File: src/design/hsrp_pkg.sv
// ----------------------------------------------------------------------------
// hsrp_pkg
// Shared types and constants for the HID sample ring producer core.
// ----------------------------------------------------------------------------
package hsrp_pkg;

  // Default ring depth; the core takes it as a parameter
  localparam int unsigned RingDepthDef = 8;

  // Button word layout
  localparam logic [31:0] ButtonMask = 32'h0000_3fff;
  localparam logic [31:0] DirRight   = 32'h1000_0000;
  localparam logic [31:0] DirLeft    = 32'h2000_0000;
  localparam logic [31:0] DirUp      = 32'h4000_0000;
  localparam logic [31:0] DirDown    = 32'h8000_0000;

  // Width of the slot field in a result
  localparam int unsigned SlotOutW = 3;

  // One input sample, last field in the lowest bits
  typedef struct packed {
    logic [63:0]        sample_tick;
    logic               touch_pressed;
    logic [15:0]        touch_y;
    logic [15:0]        touch_x;
    logic signed [15:0] circle_y;
    logic signed [15:0] circle_x;
    logic [31:0]        raw_buttons;
  } sample_t;

  // One ring entry result, last field in the lowest bits
  typedef struct packed {
    logic [63:0]         previous_reset_tick;
    logic [63:0]         reset_tick;
    logic                tick_updated;
    logic                touch_pressed_out;
    logic [15:0]         touch_y_out;
    logic [15:0]         touch_x_out;
    logic signed [15:0]  pad_y_out;
    logic signed [15:0]  pad_x_out;
    logic [31:0]         removals;
    logic [31:0]         additions;
    logic [31:0]         buttons;
    logic [SlotOutW-1:0] ring_slot;
  } entry_t;

  localparam int unsigned SampleW   = $bits(sample_t);
  localparam int unsigned EntryW    = $bits(entry_t);
  localparam int unsigned InDataW   = ((SampleW + 7) / 8) * 8;
  localparam int unsigned OutDataW  = ((EntryW + 7) / 8) * 8;

  // Direction bits for one pad axis from its sign
  function automatic logic [31:0] axis_bits(logic signed [15:0] axis,
                                            logic [31:0] pos_bit,
                                            logic [31:0] neg_bit);
    logic [31:0] res;
    res = '0;
    if (axis != 16'sd0) begin
      res = axis[15] ? neg_bit : pos_bit;
    end
    return res;
  endfunction

endpackage

File: src/design/hid_sample_ring_producer_core.sv
// ----------------------------------------------------------------------------
// hid_sample_ring_producer_core
// Turns HID samples into pad/touch ring entries with button edge reports.
// ----------------------------------------------------------------------------
// Takes one sample per cycle unless the output stalls, and returns one ring
// entry per sample in the cycle after the transfer, from a single result
// register; the sample is accepted whenever that register is empty or being
// drained in the same cycle. Buttons are masked to 14 bits, bits 28..31 carry
// the circle pad directions, and additions/removals are taken against the
// previous sample's button word. The write slot counts modulo RING_DEPTH; on
// slot 0 the sample tick becomes the reset tick and the old one moves to
// previous_reset_tick. ring_slot carries the low three bits of the slot. There
// is no startup sweep: the block is ready right after reset.
module hid_sample_ring_producer_core
  import hsrp_pkg::*;
#(
  parameter int unsigned RING_DEPTH = RingDepthDef
) (
  input  logic                clk_i,
  input  logic                rst_ni,
  // tdata: raw_buttons[31:0], circle_x[47:32], circle_y[63:48],
  //        touch_x[79:64], touch_y[95:80], touch_pressed[96],
  //        sample_tick[160:97], zero pad above
  input  logic                s_axis_tvalid_i,
  output logic                s_axis_tready_o,
  input  logic [InDataW-1:0]  s_axis_tdata_i,
  // tdata: ring_slot[2:0], buttons[34:3], additions[66:35],
  //        removals[98:67], pad_x_out[114:99], pad_y_out[130:115],
  //        touch_x_out[146:131], touch_y_out[162:147],
  //        touch_pressed_out[163], tick_updated[164],
  //        reset_tick[228:165], previous_reset_tick[292:229], zero pad above
  output logic                m_axis_tvalid_o,
  input  logic                m_axis_tready_i,
  output logic [OutDataW-1:0] m_axis_tdata_o
);

  localparam int unsigned SlotW = (RING_DEPTH > 1) ? $clog2(RING_DEPTH) : 1;
  localparam logic [SlotW-1:0] SlotLast = SlotW'(RING_DEPTH - 1);

  sample_t           sample;
  entry_t            entry_d, entry_q;
  logic              out_valid_q;
  logic              in_xfer;
  logic [SlotW-1:0]  slot_q, slot_d;
  logic [31:0]       last_btn_q;
  logic [63:0]       reset_tick_q, reset_tick_d;
  logic [63:0]       prev_tick_q, prev_tick_d;
  logic [31:0]       btn;
  logic              wrap;
  logic [SlotW+SlotOutW-1:0] slot_ext;

  assign sample          = sample_t'(s_axis_tdata_i[SampleW-1:0]);
  assign s_axis_tready_o = !out_valid_q || m_axis_tready_i;
  assign in_xfer         = s_axis_tvalid_i && s_axis_tready_o;

  // Button word, slot and tick bookkeeping for the incoming sample
  always_comb begin
    btn = (sample.raw_buttons & ButtonMask)
        | axis_bits(sample.circle_x, DirRight, DirLeft)
        | axis_bits(sample.circle_y, DirUp, DirDown);
    wrap         = (slot_q == '0);
    slot_d       = (slot_q == SlotLast) ? '0 : slot_q + SlotW'(1);
    reset_tick_d = wrap ? sample.sample_tick : reset_tick_q;
    prev_tick_d  = wrap ? reset_tick_q : prev_tick_q;
    slot_ext     = {{SlotOutW{1'b0}}, slot_q};

    entry_d.ring_slot           = slot_ext[SlotOutW-1:0];
    entry_d.buttons             = btn;
    entry_d.additions           = btn & ~last_btn_q;
    entry_d.removals            = last_btn_q & ~btn;
    entry_d.pad_x_out           = sample.circle_x;
    entry_d.pad_y_out           = sample.circle_y;
    entry_d.touch_x_out         = sample.touch_x;
    entry_d.touch_y_out         = sample.touch_y;
    entry_d.touch_pressed_out   = sample.touch_pressed;
    entry_d.tick_updated        = wrap;
    entry_d.reset_tick          = reset_tick_d;
    entry_d.previous_reset_tick = prev_tick_d;
  end

  // Ring state
  always_ff @(posedge clk_i or negedge rst_ni) begin
    if (!rst_ni) begin
      slot_q       <= '0;
      last_btn_q   <= '0;
      reset_tick_q <= '0;
      prev_tick_q  <= '0;
    end else if (in_xfer) begin
      slot_q       <= slot_d;
      last_btn_q   <= btn;
      reset_tick_q <= reset_tick_d;
      prev_tick_q  <= prev_tick_d;
    end
  end

  // Result register valid
  always_ff @(posedge clk_i or negedge rst_ni) begin
    if (!rst_ni) begin
      out_valid_q <= 1'b0;
    end else if (in_xfer) begin
      out_valid_q <= 1'b1;
    end else if (m_axis_tready_i) begin
      out_valid_q <= 1'b0;
    end
  end

  // Result payload
  always_ff @(posedge clk_i) begin
    if (in_xfer) begin
      entry_q <= entry_d;
    end
  end

  assign m_axis_tvalid_o = out_valid_q;
  assign m_axis_tdata_o  = {{(OutDataW - EntryW){1'b0}}, entry_q};

  // A bit cannot be added and removed in the same entry
  a_add_rem_disjoint: assert property (@(posedge clk_i) disable iff (!rst_ni)
    out_valid_q |-> ((entry_q.additions & entry_q.removals) == 32'h0))
    else $error("additions and removals overlap");

  // Tick update happens only on slot zero
  a_tick_on_slot0: assert property (@(posedge clk_i) disable iff (!rst_ni)
    (out_valid_q && entry_q.tick_updated) |-> (entry_q.ring_slot == '0))
    else $error("tick update outside slot zero");

  // The slot counter wraps after its last value
  a_slot_wrap: assert property (@(posedge clk_i) disable iff (!rst_ni)
    (in_xfer && slot_q == SlotLast) |=> (slot_q == '0))
    else $error("slot counter did not wrap");

  // Entry tick fields mirror the held state after each transfer
  a_tick_state: assert property (@(posedge clk_i) disable iff (!rst_ni)
    in_xfer |=> (entry_q.reset_tick == reset_tick_q &&
                 entry_q.previous_reset_tick == prev_tick_q))
    else $error("entry ticks disagree with held ticks");

  // An empty result register never stalls the input
  a_ready_empty: assert property (@(posedge clk_i) disable iff (!rst_ni)
    !out_valid_q |-> s_axis_tready_o)
    else $error("input stalled with empty result register");

endmodule

File: config.mk
export PLATFORM = sky130hd
export DESIGN_NAME = hid_sample_ring_producer_core
export DESIGN_NICKNAME = d
export VERILOG_FILES = /design/src/design/hsrp_pkg.sv /design/src/design/hid_sample_ring_producer_core.sv
export SDC_FILE = /design/constraint.sdc
export NUM_CORES = 1
export LEC_CHECK = 0
export ABC_AREA = 1
export BUFFER_PORTS_ARGS = -buffer_cell sky130_fd_sc_hd__clkbuf_2
export CORE_AREA = 2 2 181 183
export DETAILED_ROUTE_END_ITERATION = 12
export DIE_AREA = 0 0 183 185
export PLACE_DENSITY = 0.78
export SETUP_SLACK_MARGIN = 0.3
export SLEW_MARGIN = 0
export SYNTH_ARGS = -nofsm -noshare
export SYNTH_HDL_FRONTEND = slang
export SYNTH_SLANG_ARGS = --single-unit
File: constraint.sdc
create_clock -name clk_i -period 12.45 [get_ports clk_i]
set_input_delay 0 -clock clk_i [delete_from_list [all_inputs] [get_ports clk_i]]
set_output_delay 0 -clock clk_i [all_outputs]
set_load 0.01 [all_outputs]
==> metrics.txt <==
status=completed; Worst Path Required=12.80 ns; final setup violation count=0; worst hold path cell count=3; largest net degree at the start of global routing=157; Synth Instances=1,309; Fin Hold WS=0.04077 ns; Hold WC Path Type=input port to register; commonest non-fill, non-tap cell in the layout=nand2_1; DIE WIDTH=183 um; Hold Startpoint=s_axis_tvalid_i; Clock Skew=0.02597 ns; Die Ht=185 um; first-pass GRT wire length=61,400 um; Hold EP=m_axis_tvalid_o; reg2reg end=reset_tick_q[54]; Worst path slowest cell=buf_4; R2R depth=6; RSZ-0062 raised after global routing=no; Worst-Margin Slew=1.226 ns; # Max-Cap Violations=0; PortBufs=399; distinct cell type count after synthesis=20; Leakage=0.009378 uW; CTS Buf Count=40; crit path DAT=4.17 ns; crit start category=register; die area=33,860 um2; commonest non-fill, non-tap cells in the layout=nand2_1 (420), clkbuf_2 (398), edfxtp_1 (251), dfrtp_1 (150), dlygate4sd3_1 (145); flip-flop and latch count after synthesis=401; Setup crit end kind=register; Hold Violations, Final=0; synthesized area=15,750 um2; Syn Area/Cell=12.04 um2; Vias/cell=5.063; core footprint=32,040 um2; clk buf depth=3; Sum Neg Setup Slack=0 ns; post-DP HPWL=23,800 um; GRT Overall Usage=23.56%; CTS tree=yes; R2R setup slack=8.63 ns; CP peak stage delay=0.91 ns; worst-path maximum fanout=156; router iterations before antenna repair=7; period utilization=30.70%; Root Buffer=clkbuf_16; drc violations=0; VDD IR-drop max=0.1167 mV; antenna viol nets, final=0; number of global-route vias before repair=11,280; Fmax=261.7 MHz; cell chain of the critical path=nand2_2, nand2_4, inv_8, buf_4, buf_4, o21ai_0; initial drt markers=891; GR Overflow Total=0; nets=2,014; initial antenna violation count=1; YS warnings=0; pwr/cell area=211.1 nW/um2; sequential fraction of the synthesis area=71.67%; clock-pin slew on the worst setup and hold paths=0.06 ns; Starting Density=49.17%; WL final=40,950 um; fin crit period=3.822 ns; kind of critical path=register to register; clk sinks=401; fin. max-slew vios=0; layout cell share with drive strength beyond 1=31.10%; Core Util, Final=64.21%; origin of the critical flop-to-flop path=m_axis_tvalid_o; I/O pin count=470; Site Rows=66; via count=11,540; Clk Latency, worst-skew pair=0.54 ns; area grow syn2layout=30.59%; CP most frequent cell=buf_4; gpl congestion=0.8807; fillers=2,267; post-cts gate resize count=0; relative max-transition margin=18.29%; H-tree Lvls=2; Routed WL per cell=17.96 um
metrics by stage:
step	total power [uW]	instance area [um2]	worst slack, ns	instances
6_report	4342	20570	8.628	2280
4_1_cts	4338	20560	8.463	2276
3_3_place_gp	3015	17800	8.632	2060
3_5_place_dp	3080	17800	8.488	2060
5_1_grt	4577	20560	8.246	2276
2_1_floorplan	2772	15920	8.158	1353
synthesized netlist by cell type:
library cell / instances / area share, %
buf_6: 8 / 0.57
o21ai_2: 114 / 6.3
ha_1: 3 / 0.24
edfxtp_1: 251 / 48
nand2_1: 420 / 10
nor2_1: 55 / 1.3
buf_2: 30 / 0.95
clkbuf_2: 1 / 0.032
a21boi_0: 2 / 0.095
o21ai_0: 65 / 2.1
inv_1: 101 / 2.4
nand2_4: 2 / 0.14
dfrtp_1: 150 / 24
nand3_1: 2 / 0.064
clkbuf_1: 12 / 0.29
nand2_2: 1 / 0.040
buf_4: 56 / 2.7
conb_1: 1 / 0.024
o21ai_1: 32 / 1.0
inv_2: 3 / 0.071
per-layer routing:
layer | wire length, um | track usage (%) | vias up | share of wire (%)
li1 | - | - | 5306 | -
met1 | 14600 | 25.93 | 5548 | 36
met2 | 20840 | 41.00 | 549 | 51
met3 | 3472 | 7.236 | 136 | 8.5
met4 | 2020 | 12.67 | 4 | 4.9
met5 | 24 | 0 | - | 0.059
cell type report:
type,count,area [um2],area share [%]
Sequential cell,401,11290,54.88
Tap cell,408,510.5,2.481
Timing Repair Buffer,551,3507,17.05
Clock inverter,17,210.2,1.022
Multi-Input combinational cell,741,3536,17.19
Inverter,104,402.9,1.958
Clock buffer,54,1105,5.370
Antenna cell,4,10.01,0.04866
power breakdown:
group | internal, uW | switching (uW)
logic | 383 | 769
clock network | 726 | 501
registers | 1830 | 133
worst max-delay path, delay by kind of cell (launching register included):
| kind | cells | cell delay (ns) |
|---|---|---|
| AO/OA/AOI/OAI | 1 | 0.24 |
| flip-flops | 1 | 0.39 |
| AND/OR/NAND/NOR | 2 | 0.39 |
| buffers and inverters | 3 | 2.47 |
cell families (layout without fill, tap and decap cells):
kind of cell / count (synthesis) / after routing / synth area share (%)
flops: 401 / 401 / 71.67
compound gates: 213 / 213 / 9.515
other cells: 1 / 49 / 0.02380
buf+inv: 211 / 726 / 6.989
simple gates: 480 / 480 / 11.56
fa+ha+maj: 3 / 3 / 0.2383
sequential cells by signal (all words and copies together) (netlist names):
name / flops
m_axis_tdata_o: 251
prev_tick_q: 64
reset_tick_q: 64
last_btn_q: 18
slot_q: 3
m_axis_tvalid_o: 1
timing repair:
action / in CTS / in global routing
hold buffers: 145 / 0
endpoints found under the setup margin: 0 / 0
buffers inserted: 0 / 0
endpoints found under the hold margin: 344 / 0
worst max-delay path by stage:
stage                               start             endpoint  slack [ns]  cells past startpoint
after floorplan           m_axis_tvalid_o    m_axis_tdata_o[0]        8.16                      5
after global placement    m_axis_tvalid_o  m_axis_tdata_o[285]        8.63                      5
after detailed placement  m_axis_tvalid_o     reset_tick_q[54]        8.49                      6
after CTS                 m_axis_tvalid_o     reset_tick_q[54]        8.46                      6
after global routing      m_axis_tvalid_o     reset_tick_q[54]        8.25                      6
final                     m_axis_tvalid_o     reset_tick_q[54]        8.63                      6
Power figures use the tool's default switching activity.
